## src/rtl/vamc_pkg.sv

```systemverilog
`timescale 1ns / 1ps
// ----------------------------------------------------------------------------
// vamc_pkg
// Shared widths and types for the velocity accumulate / magnitude clamp unit.
// ----------------------------------------------------------------------------
package vamc_pkg;

    localparam int DATA_W  = 16;   // velocity component, signed
    localparam int SUM_W   = 17;   // internal accumulated component
    localparam int LIMIT_W = 15;   // speed limit, unsigned
    localparam int SQ_W    = 34;   // x*x + y*y
    localparam int ROOT_W  = 17;   // floor sqrt of SQ_W value

    typedef struct packed {
        logic signed [DATA_W-1:0] speed_x;
        logic signed [DATA_W-1:0] speed_y;
        logic                     was_limited;
    } vamc_result_t;

    typedef struct packed {
        logic idle;
        logic done;
    } vamc_status_t;

endpackage

```

## src/rtl/vamc_req_if.sv

```systemverilog
`timescale 1ns / 1ps
// ----------------------------------------------------------------------------
// vamc_req_if
// Input channel: one velocity adjustment pair per beat.
// ----------------------------------------------------------------------------
interface vamc_req_if;
    logic                              valid;
    logic                              ready;
    logic signed [vamc_pkg::DATA_W-1:0] delta_x;
    logic signed [vamc_pkg::DATA_W-1:0] delta_y;

    modport source (output valid, output delta_x, output delta_y, input ready);
    modport sink   (input valid, input delta_x, input delta_y, output ready);
endinterface

```

## src/rtl/vamc_rsp_if.sv

```systemverilog
`timescale 1ns / 1ps
// ----------------------------------------------------------------------------
// vamc_rsp_if
// Output channel: new velocity vector and clamp flag per beat.
// ----------------------------------------------------------------------------
interface vamc_rsp_if;
    logic                              valid;
    logic                              ready;
    logic signed [vamc_pkg::DATA_W-1:0] speed_x;
    logic signed [vamc_pkg::DATA_W-1:0] speed_y;
    logic                              was_limited;

    modport source (output valid, output speed_x, output speed_y, output was_limited,
                    input ready);
    modport sink   (input valid, input speed_x, input speed_y, input was_limited,
                    output ready);
endinterface

```

## src/rtl/vamc_core.sv

```systemverilog
`timescale 1ns / 1ps
// ----------------------------------------------------------------------------
// vamc_core
// Sequencer around one shared 17x17 multiplier, a radix-2 square root step
// and a restoring divide step. Holds the velocity state.
// ----------------------------------------------------------------------------
module vamc_core
(
    input  logic                                clk,
    input  logic                                rst_n,
    input  logic                                start,
    input  logic signed [vamc_pkg::DATA_W-1:0]  delta_x,
    input  logic signed [vamc_pkg::DATA_W-1:0]  delta_y,
    input  logic        [vamc_pkg::LIMIT_W-1:0] speed_limit,
    input  logic                                out_free,
    output vamc_pkg::vamc_status_t              status,
    output vamc_pkg::vamc_result_t              result
);

    localparam int SUM_W   = vamc_pkg::SUM_W;
    localparam int DATA_W  = vamc_pkg::DATA_W;
    localparam int LIMIT_W = vamc_pkg::LIMIT_W;
    localparam int SQ_W    = vamc_pkg::SQ_W;
    localparam int ROOT_W  = vamc_pkg::ROOT_W;
    localparam int REM_W   = ROOT_W + 1;
    localparam int CNT_W   = 5;
    localparam logic [CNT_W-1:0] RootLast = CNT_W'(ROOT_W - 1);
    localparam logic [CNT_W-1:0] DivLast  = CNT_W'(LIMIT_W - 1);

    typedef enum logic [2:0] {
        IDLE,
        SQ_X,
        SQ_Y,
        SUM,
        ROOT,
        CHECK,
        SCALE_MUL,
        SCALE_DIV
    } state_t;

    state_t                    state_reg;
    logic                      finish_reg;
    logic signed [SUM_W-1:0]   sx_reg, sy_reg;
    logic signed [DATA_W-1:0]  held_x_reg, held_y_reg;
    logic        [SQ_W-1:0]    rad_reg, prod_reg;
    logic        [REM_W-1:0]   rem_reg;
    logic        [ROOT_W-1:0]  root_reg;
    logic        [CNT_W-1:0]   cnt_reg;
    logic                      sel_y_reg;
    logic        [SUM_W-1:0]   drem_reg;
    logic        [LIMIT_W-1:0] dbits_reg;
    logic                      limited_reg;
    logic signed [DATA_W-1:0]  res_x_reg, res_y_reg;

    logic [SUM_W-1:0]   ax, ay, mul_a, mul_b;
    logic [SQ_W-1:0]    product;
    logic [REM_W+1:0]   rem_sh, trial;
    logic               root_bit;
    logic [SUM_W:0]     dsh;
    logic               quot_bit;
    logic [LIMIT_W-1:0] quot_next;
    logic               comp_neg;
    logic [DATA_W-1:0]  quot_mag, quot_signed;

    assign ax = sx_reg[SUM_W-1] ? (~sx_reg + 1'b1) : sx_reg;
    assign ay = sy_reg[SUM_W-1] ? (~sy_reg + 1'b1) : sy_reg;

    always_comb
    begin
        mul_a = ax;
        mul_b = ax;
        unique case (state_reg)
            SQ_Y:
            begin
                mul_a = ay;
                mul_b = ay;
            end
            SCALE_MUL:
            begin
                mul_a = sel_y_reg ? ay : ax;
                mul_b = {{(SUM_W-LIMIT_W){1'b0}}, speed_limit};
            end
            default:
            begin
                mul_a = ax;
                mul_b = ax;
            end
        endcase
    end

    assign product = mul_a * mul_b;

    // square root step: two radicand bits in, one root bit out
    assign rem_sh   = {rem_reg, rad_reg[SQ_W-1 -: 2]};
    assign trial    = {1'b0, root_reg, 2'b01};
    assign root_bit = (rem_sh >= trial);

    // divide step: one quotient bit per cycle
    assign dsh       = {drem_reg, dbits_reg[LIMIT_W-1]};
    assign quot_bit  = (dsh >= {1'b0, root_reg});
    assign quot_next = {dbits_reg[LIMIT_W-2:0], quot_bit};
    assign comp_neg  = sel_y_reg ? sy_reg[SUM_W-1] : sx_reg[SUM_W-1];
    assign quot_mag  = {{(DATA_W-LIMIT_W){1'b0}}, quot_next};
    assign quot_signed = comp_neg ? (~quot_mag + 1'b1) : quot_mag;

    always_ff @(posedge clk or negedge rst_n)
    begin
        if (!rst_n)
        begin
            state_reg   <= IDLE;
            finish_reg  <= 1'b0;
            held_x_reg  <= '0;
            held_y_reg  <= '0;
            cnt_reg     <= '0;
            sel_y_reg   <= 1'b0;
            limited_reg <= 1'b0;
        end
        else
        begin
            if (finish_reg)
            begin
                if (out_free)
                begin
                    finish_reg <= 1'b0;
                    held_x_reg <= res_x_reg;
                    held_y_reg <= res_y_reg;
                end
            end
            else
            begin
                unique case (state_reg)
                    IDLE:
                    begin
                        if (start)
                        begin
                            sx_reg    <= {held_x_reg[DATA_W-1], held_x_reg}
                                       + {delta_x[DATA_W-1], delta_x};
                            sy_reg    <= {held_y_reg[DATA_W-1], held_y_reg}
                                       + {delta_y[DATA_W-1], delta_y};
                            state_reg <= SQ_X;
                        end
                    end
                    SQ_X:
                    begin
                        rad_reg   <= product;
                        state_reg <= SQ_Y;
                    end
                    SQ_Y:
                    begin
                        prod_reg  <= product;
                        state_reg <= SUM;
                    end
                    SUM:
                    begin
                        rad_reg   <= rad_reg + prod_reg;
                        rem_reg   <= '0;
                        root_reg  <= '0;
                        cnt_reg   <= RootLast;
                        state_reg <= ROOT;
                    end
                    ROOT:
                    begin
                        rem_reg  <= root_bit ? REM_W'(rem_sh - trial) : REM_W'(rem_sh);
                        root_reg <= {root_reg[ROOT_W-2:0], root_bit};
                        rad_reg  <= {rad_reg[SQ_W-3:0], 2'b00};
                        cnt_reg  <= cnt_reg - 1'b1;
                        if (cnt_reg == '0)
                        begin
                            state_reg <= CHECK;
                        end
                    end
                    CHECK:
                    begin
                        if (root_reg > {{(ROOT_W-LIMIT_W){1'b0}}, speed_limit})
                        begin
                            limited_reg <= 1'b1;
                            sel_y_reg   <= 1'b0;
                            state_reg   <= SCALE_MUL;
                        end
                        else
                        begin
                            limited_reg <= 1'b0;
                            res_x_reg   <= sx_reg[DATA_W-1:0];
                            res_y_reg   <= sy_reg[DATA_W-1:0];
                            finish_reg  <= 1'b1;
                            state_reg   <= IDLE;
                        end
                    end
                    SCALE_MUL:
                    begin
                        // |c| * limit < 2^32, so the top bits are zero
                        drem_reg  <= product[LIMIT_W +: SUM_W];
                        dbits_reg <= product[LIMIT_W-1:0];
                        cnt_reg   <= DivLast;
                        state_reg <= SCALE_DIV;
                    end
                    SCALE_DIV:
                    begin
                        drem_reg  <= quot_bit ? SUM_W'(dsh - {1'b0, root_reg}) : SUM_W'(dsh);
                        dbits_reg <= quot_next;
                        cnt_reg   <= cnt_reg - 1'b1;
                        if (cnt_reg == '0)
                        begin
                            if (sel_y_reg)
                            begin
                                res_y_reg  <= quot_signed;
                                finish_reg <= 1'b1;
                                state_reg  <= IDLE;
                            end
                            else
                            begin
                                res_x_reg <= quot_signed;
                                sel_y_reg <= 1'b1;
                                state_reg <= SCALE_MUL;
                            end
                        end
                    end
                    default:
                    begin
                        state_reg <= IDLE;
                    end
                endcase
            end
        end
    end

    assign status.idle = (state_reg == IDLE) && !finish_reg;
    assign status.done = finish_reg && out_free;

    assign result.speed_x     = res_x_reg;
    assign result.speed_y     = res_y_reg;
    assign result.was_limited = limited_reg;

endmodule

```

## src/rtl/velocity_accumulate_magnitude_clamp_unit.sv

```systemverilog
`timescale 1ns / 1ps
// ----------------------------------------------------------------------------
// velocity_accumulate_magnitude_clamp_unit
// Accumulates a 2D velocity, limits its magnitude to the programmed speed.
// ----------------------------------------------------------------------------
// Steps per beat: square x, square y, sum, square root, limit check; when
// clamped, a multiply and a divide for x, then a multiply and a divide for y.
// Throughput: one beat at a time; ready again the cycle after the result
// moves to the output register; the root and divide steps dominate.
// Reset: velocity cleared, speed_limit = 2.5 in the fixed-point scale.
// ----------------------------------------------------------------------------
module velocity_accumulate_magnitude_clamp_unit
#(
    parameter int FRAC_BITS = 12
)
(
    input  logic                                clk,
    input  logic                                rst_n,
    input  logic                                cfg_wr_en,
    input  logic        [vamc_pkg::LIMIT_W-1:0] cfg_wr_data,
    vamc_req_if.sink                            req,
    vamc_rsp_if.source                          rsp
);

    localparam int LIMIT_W = vamc_pkg::LIMIT_W;
    localparam int DATA_W  = vamc_pkg::DATA_W;
    localparam longint LimitRaw = longint'(5) << (FRAC_BITS - 1);
    localparam longint LimitMax = (longint'(1) << LIMIT_W) - 1;
    localparam logic [LIMIT_W-1:0] LimitReset =
        (LimitRaw > LimitMax) ? LIMIT_W'(LimitMax) : LIMIT_W'(LimitRaw);

    logic [LIMIT_W-1:0]     speed_limit_reg;
    logic                   rsp_valid_reg;
    vamc_pkg::vamc_result_t rsp_data_reg;
    vamc_pkg::vamc_status_t core_status;
    vamc_pkg::vamc_result_t core_result;
    logic                   out_free;
    logic                   start;

    assign out_free  = !rsp_valid_reg || rsp.ready;
    assign req.ready = core_status.idle;
    assign start     = req.valid && req.ready;

    always_ff @(posedge clk or negedge rst_n)
    begin
        if (!rst_n)
        begin
            speed_limit_reg <= LimitReset;
        end
        else if (cfg_wr_en)
        begin
            speed_limit_reg <= cfg_wr_data;
        end
    end

    vamc_core u_core
    (
        .clk         (clk),
        .rst_n       (rst_n),
        .start       (start),
        .delta_x     (req.delta_x),
        .delta_y     (req.delta_y),
        .speed_limit (speed_limit_reg),
        .out_free    (out_free),
        .status      (core_status),
        .result      (core_result)
    );

    always_ff @(posedge clk or negedge rst_n)
    begin
        if (!rst_n)
        begin
            rsp_valid_reg <= 1'b0;
        end
        else
        begin
            if (core_status.done)
            begin
                rsp_valid_reg <= 1'b1;
                rsp_data_reg  <= core_result;
            end
            else if (rsp.ready)
            begin
                rsp_valid_reg <= 1'b0;
            end
        end
    end

    assign rsp.valid       = rsp_valid_reg;
    assign rsp.speed_x     = rsp_data_reg.speed_x;
    assign rsp.speed_y     = rsp_data_reg.speed_y;
    assign rsp.was_limited = rsp_data_reg.was_limited;

    logic [DATA_W:0] abs_x, abs_y;

    assign abs_x = rsp.speed_x[DATA_W-1] ? (~{1'b1, rsp.speed_x} + 1'b1)
                                         : {1'b0, rsp.speed_x};
    assign abs_y = rsp.speed_y[DATA_W-1] ? (~{1'b1, rsp.speed_y} + 1'b1)
                                         : {1'b0, rsp.speed_y};

    a_no_overwrite: assert property (@(posedge clk) disable iff (!rst_n)
        core_status.done |-> (!rsp_valid_reg || rsp.ready))
        else $error("result overwritten before it was taken");

    a_single_item: assert property (@(posedge clk) disable iff (!rst_n)
        (req.valid && req.ready) |=> !req.ready)
        else $error("second beat accepted while busy");

    a_clamp_bound: assert property (@(posedge clk) disable iff (!rst_n)
        (rsp.valid && rsp.was_limited) |->
        (abs_x <= {2'b00, speed_limit_reg}) && (abs_y <= {2'b00, speed_limit_reg}))
        else $error("clamped vector exceeds speed limit");

endmodule

```

## src/flat_wrapper.sv

```systemverilog
// flat-port wrapper written by rule: the top's interface ports become plain ports
module velocity_accumulate_magnitude_clamp_unit_flat 
#(
    parameter int FRAC_BITS = 12
)
  (clk, rst_n, cfg_wr_en, cfg_wr_data, req_valid, req_delta_x, req_delta_y, req_ready, rsp_valid, rsp_speed_x, rsp_speed_y, rsp_was_limited, rsp_ready);
  vamc_req_if req_i ();
  vamc_rsp_if rsp_i ();
  input  logic clk;
  input  logic rst_n;
  input  logic cfg_wr_en;
  input  logic        [vamc_pkg::LIMIT_W-1:0] cfg_wr_data;
  input wire logic [$bits(req_i.valid)-1:0] req_valid;
  input wire logic [$bits(req_i.delta_x)-1:0] req_delta_x;
  input wire logic [$bits(req_i.delta_y)-1:0] req_delta_y;
  output wire logic [$bits(req_i.ready)-1:0] req_ready;
  output wire logic [$bits(rsp_i.valid)-1:0] rsp_valid;
  output wire logic [$bits(rsp_i.speed_x)-1:0] rsp_speed_x;
  output wire logic [$bits(rsp_i.speed_y)-1:0] rsp_speed_y;
  output wire logic [$bits(rsp_i.was_limited)-1:0] rsp_was_limited;
  input wire logic [$bits(rsp_i.ready)-1:0] rsp_ready;
  assign req_i.valid = req_valid;
  assign req_i.delta_x = req_delta_x;
  assign req_i.delta_y = req_delta_y;
  assign req_ready = req_i.ready;
  assign rsp_valid = rsp_i.valid;
  assign rsp_speed_x = rsp_i.speed_x;
  assign rsp_speed_y = rsp_i.speed_y;
  assign rsp_was_limited = rsp_i.was_limited;
  assign rsp_i.ready = rsp_ready;
  velocity_accumulate_magnitude_clamp_unit #(.FRAC_BITS(FRAC_BITS)) u_core (.clk(clk), .rst_n(rst_n), .cfg_wr_en(cfg_wr_en), .cfg_wr_data(cfg_wr_data), .req(req_i), .rsp(rsp_i));
endmodule
```

## config.mk

```make
export PLATFORM = sky130hd
export DESIGN_NAME = velocity_accumulate_magnitude_clamp_unit_flat
export DESIGN_NICKNAME = d
export VERILOG_FILES = /design/src/rtl/vamc_pkg.sv /design/src/rtl/vamc_req_if.sv /design/src/rtl/vamc_rsp_if.sv /design/src/rtl/vamc_core.sv /design/src/rtl/velocity_accumulate_magnitude_clamp_unit.sv /design/src/flat_wrapper.sv
export SDC_FILE = /design/constraint.sdc
export NUM_CORES = 1
export LEC_CHECK = 0
export BUFFER_PORTS_ARGS = -buffer_cell sky130_fd_sc_hd__clkbuf_2
export CAP_MARGIN = 20
export CORE_MARGIN = 3
export CORE_UTILIZATION = 37
export CTS_CLUSTER_SIZE = 14
export DETAILED_ROUTE_END_ITERATION = 16
export PLACE_DENSITY = 0.58
export SLEW_MARGIN = 20
export SYNTH_ARGS = -nofsm -noshare
export SYNTH_HDL_FRONTEND = slang
export SYNTH_SLANG_ARGS = --single-unit
export TNS_END_PERCENT = 100
```

## constraint.sdc

```tcl
create_clock -name clk -period 9.22 [get_ports clk]
set_input_delay 0.461 -clock clk [delete_from_list [all_inputs] [get_ports clk]]
set_output_delay 0.461 -clock clk [all_outputs]
set_load 0.005 [all_outputs]
```

; Yosys cells after proc, flatten, opt, wreduce, memory -nomap -nowiden
; Index checks and enable logic that the tools add are counted.
[totals]
regBits = 293
in_bits = 52
out_inout_bits = 35
word_cells = 122
[op_classes]
addsub = 9
mul = 1
order_cmp = 3
n_eq_ne = 14
muxes = 41
n_bitwise = 4
n_reduce_logical = 28
[ops]
columns = op, n
row1 = one-hot mux 17 bit (2 select lines), 4
row2 = two-way mux 16 bit, 7
row3 = one-hot mux 34 bit (3 select lines), 1
row4 = two-way mux 17 bit, 4
row5 = one-hot mux 16 bit (2 select lines), 2
row6 = one-hot mux 18 bit (2 select lines), 1
row7 = adder 16 x 16 -> 17 bit, 2
row8 = "adder 17 x 1 -> 17 bit, second input constant", 2
row9 = adder 34 bit, 1
row10 = multiplier 17 x 17 -> 34 bit, 1
row11 = NOT 17 bit, 2
row12 = one-hot mux 15 bit (2 select lines), 1
row13 = one-hot mux 3 bit (8 select lines), 1
row14 = >= comparator 20 x 19 -> 1 bit, 1
row15 = >= comparator 18 x 17 -> 1 bit, 1
row16 = two-way mux 18 bit, 1
row17 = subtractor 18 bit, 1
row18 = greater-than comparator 17 x 15 -> 1 bit, 1
row19 = subtractor 17 bit, 1
row20 = "adder 16 x 1 -> 16 bit, second input constant", 1
row21 = NOT 15 -> 16 bit, 1
row22 = two-way mux 3 bit, 5
row23 = one-hot mux 5 bit (3 select lines), 1
row24 = "!= test 2 bit, second input constant", 7
row25 = other kinds (19), 50

; Depth between registers and ports, before layout
[logic_depth]
word_depth = 7
depth_mapped = 32
depth_no_buf = 31

; By module
; Synthesis repeated with hierarchy kept, for this count alone.
[unflattened]
hier_cells = 2763
hier_area_um2 = 27084.7
[modules_own_cells]
columns = mod, n_inst, cells_each, area_per_inst_um2, seq_area_each_um2
row1 = vamc_core, 1, 2693, 25428.1, 7111.8
row2 = velocity_accumulate_magnitude_clamp_unit, 1, 70, 1656.6, 1393.8

; Worst setup path after synthesis
; No wires, ideal clock.
[synth_path]
path_kind = reg-to-reg
from = register u_core.u_core.sy_reg[6]
to = register u_core.u_core.rad_reg[32] (data pin)
setup_time_ns = 0.261
t_arrival_ns = 8.001
required_time_ns = 8.959
slack_ns = 0.958
path_stages_with_launch = 29
path_buffers = 1
period_less_slack_ns = 8.262
path_cell_list = edfxtp_1 > or4_1 > or4_1 > o21ai_0 > xnor2_1 > mux2i_1 > o21bai_1 > clkbuf_1 > nand2_1 > fa_1 > inv_1 > fa_1 > inv_1 > fa_1 > inv_1 > fa_1 > fa_1 > inv_1 > fa_1 > inv_1 > ha_1 > nand2_1 > or3_1 > o211ai_1 > a311o_1 > a31oi_1 > o21a_1 > xnor2_1 > a221o_1
[synth_between]
elab_chain_len = 7
word_cells_on_any_way = 8
cone_classes = add/sub (1) / mul (1) / mux (5) / bitwise (1)
[synth_lines]
columns = item, line
row1 = start: declaration, vamc_core.sv:43  ; logic signed [SUM_W-1:0] sx_reg, sy_reg;
row2 = start signal: assignment, vamc_core.sv:138  ; sy_reg <= {held_y_reg[DATA_W-1], held_y_reg}
row3 = NOT 17 bit, vamc_core.sv:66  ; assign ay = sy_reg[SUM_W-1] ? (~sy_reg + 1'b1) : sy_reg;
row4 = adder 17 x 1 -> 17 bit, vamc_core.sv:66
row5 = two-way mux 17 bit (*), vamc_core.sv:66
row6 = two-way mux 17 bit, vamc_core.sv:80  ; mul_a = sel_y_reg ? ay : ax;
row7 = one-hot mux 17 bit (2 select lines), vamc_core.sv:72  ; unique case (state_reg)
row8 = multiplier 17 x 17 -> 34 bit (*), vamc_core.sv:91  ; assign product = mul_a * mul_b;
row9 = named net u_core.u_core.product[32], vamc_core.sv:56  ; logic [SQ_W-1:0] product;
row10 = one-hot mux 34 bit (3 select lines) (*), vamc_core.sv:131  ; unique case (state_reg)
row11 = end signal: assignment, vamc_core.sv:145  ; rad_reg <= product;
row12 = end signal: assignment, vamc_core.sv:155  ; rad_reg <= rad_reg + prod_reg;
row13 = end signal: assignment, vamc_core.sv:165  ; rad_reg <= {rad_reg[SQ_W-3:0], 2'b00};
row14 = end: declaration, vamc_core.sv:45  ; logic [SQ_W-1:0] rad_reg, prod_reg;
; Mark *: on every way through the listed nets, which the timed path passes. The rest lies on a longest branch.
; A chain may end at the register's enable or synchronous reset.

; Worst setup path in the final report
[layout_path]
from = register u_core.u_core.sx_reg[6]
to = register u_core.u_core.rad_reg[32] (data pin)
[layout_between]
elab_chain_len = 7
word_cells_on_any_way = 8
cone_classes = add/sub (1) / mul (1) / mux (5) / bitwise (1)
[layout_lines]
columns = item, line
row1 = start: declaration, vamc_core.sv:43
row2 = start signal: assignment, vamc_core.sv:136  ; sx_reg <= {held_x_reg[DATA_W-1], held_x_reg}
row3 = NOT 17 bit, vamc_core.sv:65  ; assign ax = sx_reg[SUM_W-1] ? (~sx_reg + 1'b1) : sx_reg;
row4 = adder 17 x 1 -> 17 bit, vamc_core.sv:65
row5 = two-way mux 17 bit (*), vamc_core.sv:65
row6 = two-way mux 17 bit, vamc_core.sv:80
row7 = one-hot mux 17 bit (2 select lines), vamc_core.sv:72
row8 = multiplier 17 x 17 -> 34 bit (*), vamc_core.sv:91
row9 = named net u_core.u_core.product[32], vamc_core.sv:56
row10 = one-hot mux 34 bit (3 select lines) (*), vamc_core.sv:131
; Marks and branches as above.

==> reports/metrics.yaml <==
outcome:
  status: "finished clean"
layout:
  fin_nets: 3461
  area_growth_pct: 11.3
  layout_common_cells: "378 x inv_1, 310 x nand2_1, 236 x nor2_1"
  layout-drive-gt1-share: 0.109
  mostFrequentLayoutCell: "inv_1"
  n_fill_cell: 7164
  diodes: 0
  fin_area_um2: 30500
detailed_routing:
  ant_nets: 0
  drc: 0
  viasPerCell: 5.41
  drt_iter0_drc: 1654
  drt_first_pass_iters: 6
  routedWlPerCell_um: 20.9
  vias: 21300
  wl_um: 82100
placed_design:
  port_buffers: 86
  place_congestion: 0.963
  dp_slack_ns: 0.211
  place_area_um2: 29300
  post-dp-hpwl_um: 65200
floorplanning:
  core_area_um2: 73200
  die_area_um2: 77400
  start_util: 0.375
  ioPinCount: 87
  die_w_um: 278
  die_y_um: 278
  rows: 99
timing:
  fin_ws_ns: 0.376
  slew_headroom: 0.217
  rsz0062_at_grt: "true"
  fmax_mhz: 113
  layout_worst_path_cycle_share: 0.959
  period_minus_slack_ns: 8.84
  setup_viol: 0
  worstMarginPinSlew_ns: 1.16
  maxSlewViolCount: 0
  skew_ns: 0.0298
  whs_ns: 0.152
  hold_viol: 0
global_routing:
  grt_pass1_wl_um: 126000
  grt_util_all_layers: 0.210
  antenna_found_initial: 4
  grt_pass1_vias: 21100
  grt_start_max_net_pins: 61
  overflow: 0
worst_setup_path:
  cp.arrival_ns: 9.12
  crit-reg2reg-launch: "u_core.u_core.sx_reg[6]"
  worstSetupPathType: "register to register"
  worstRegToRegCells: 27
  end_kind: "register"
  start_kind: "register"
  r2r_setup_slack_ns: 0.38
  cp_data_required_time_ns: 9.49
  reg2reg_to: "u_core.u_core.rad_reg[32]"
  worstPathMaxFanout: 7
  cp-endpoint: "u_core.u_core.rad_reg[32]"
  setup.worst_path.start: "u_core.u_core.sx_reg[6]"
synth:
  synth.avg_cell_area_um2: 9.68
  synthFlopType: "edfxtp_1"
  synth_edf_count: 234
  ys_ff_latch: 293
  synth_cell_types: 84
  synthArstFlopShare: 0.201
  synth_seq_area_share: 0.310
  syn_inst: 2835
  syn_area_um2: 27400
  synth_warnings: 0
cts:
  cts.path.max_buffers: 3
  cts-root-buf: "clkbuf_16"
  cts_tree: "yes"
  clk_pin_slew_worst_paths_ns: 0.07
  numCtsBuffers: 34
  cts.sinks: 293
  post-cts-setup-buffers: 0
  htree_levels: 2
  clock_latency_ns: 0.54
worst_hold_path:
  worstHoldStart: "cfg_wr_data[12]"
  hp-class: "primary input to register"
flow_run:
  maxCapViolCount: 0
[per-layer routing]
metal,GRT usage,part of all wire,vias to the layer above,routed length [um]
met2,0.334,0.45,711,37300
met4,0.0709,0.035,0,2910
met1,0.291,0.44,10500,36000
met5,0,0,-,0
met3,0.0364,0.072,111,5940
li1,-,-,9965,-
[stage by stage]
stage	std cells	TNS, ns	util
3_3_place_gp	3873	0	0.400
4_1_cts	3936	0	0.416
6_report	3936	0	0.417
3_5_place_dp	3874	0	0.400
5_1_grt	3936	-0.133	0.417
2_1_floorplan	2840	0	-
[synthesized netlist by cell type, types with 9 or more instances]
cell type    n  share of area
a221oi_1    12         0.0038
nand4_1     10         0.0023
and2_1      33         0.0075
nand3_1     42         0.0077
a2111oi_0    9         0.0029
o211ai_1    14         0.0038
o22ai_1     12         0.0027
o21bai_1    13         0.0036
and3_1      20         0.0046
xor2_1      50          0.016
a211oi_1    21         0.0057
dfrtp_1     57          0.052
inv_1      378          0.052
a21oi_1    117          0.021
edfxtp_1   234           0.26
clkbuf_1    59         0.0081
buf_1       14         0.0019
nor2b_1     16         0.0036
or2_2        9         0.0021
mux2i_1     29          0.011
o21a_1      50          0.014
ha_1       229           0.10
a31oi_1     11         0.0025
or3_1       18         0.0041
fa_1       228           0.17
nand2_1    310          0.042
nor3_1      39         0.0071
o21ai_0    132          0.024
a22oi_1     21         0.0057
nor2_1     239          0.033
o21ai_1     15         0.0027
o31ai_1     16         0.0044
o221ai_1     9         0.0029
nor4_1      10         0.0023
a21boi_0     9         0.0025
a221o_1     19         0.0069
xnor2_1    100          0.032
buf_6       11         0.0045
mux2_2      38          0.016
a21o_1      60          0.016
nand2b_1    25         0.0057
[worst min path at each step]
stage                                             to  cells after the start
after floorplan                     u_core.rsp.valid                      0
after global placement     u_core.u_core.limited_reg                      1
after detailed placement   u_core.u_core.limited_reg                      1
after CTS                 u_core.speed_limit_reg[12]                      3
after global routing      u_core.speed_limit_reg[12]                      3
final                     u_core.speed_limit_reg[12]                      3
[what timing repair did]
item / CTS / global route
hold endpoints to repair: 12 / 0
gates resized for setup: 0 / 20
setup endpoints to repair: 0 / 28
hold buffers: 1 / 0
[worst max-delay path, cell delays in order, from the launching register on]
cell and delay, ns:
edfxtp_1 0.43, or4_4 0.58, or4_4 0.51, o31ai_1 0.25, xor2_1 0.44, nand2_1 0.15
o21ai_1 0.10, buf_4 0.20, nor2_1 0.08, fa_1 0.49, inv_1 0.07, fa_1 0.46
fa_1 0.51, inv_1 0.05, fa_1 0.47, fa_1 0.55, inv_1 0.06, fa_1 0.55
inv_1 0.11, ha_1 0.44, nand2_1 0.17, or3_1 0.38, o211ai_1 0.38, a311o_1 0.30
a31oi_1 0.15, o21a_1 0.25, xnor2_1 0.16, a221o_1 0.31
[cell type report]
type / instances / area (um^2) / share of cell area
sequential: 293 / 8510 / 0.279
timing repair buffer: 169 / 1080 / 0.0353
tap: 959 / 1200 / 0.0393
clock inverter: 21 / 236 / 0.00774
clock buffer: 40 / 883 / 0.0289
inverter: 381 / 1430 / 0.0469
multi-input combinational: 2073 / 17200 / 0.563
[logic make-up (layout without fill, tap and decap cells)]
family                   Yosys count  after routing  share of synthesized area
AO/OA/AOI/OAI                    592            592                      0.144
XOR/XNOR                         151            151                     0.0485
adder cells (fa/ha/maj)          460            460                      0.272
buffers and inverters            474            611                     0.0694
flip-flops                       293            293                      0.310
multiplexers                      68             68                     0.0267
other                              2              7                   0.000274
AND/OR/NAND/NOR                  795            795                      0.129
Power is not shown: default switching activity piles up to over one toggle a cycle in this logic, so the estimate is an artifact.
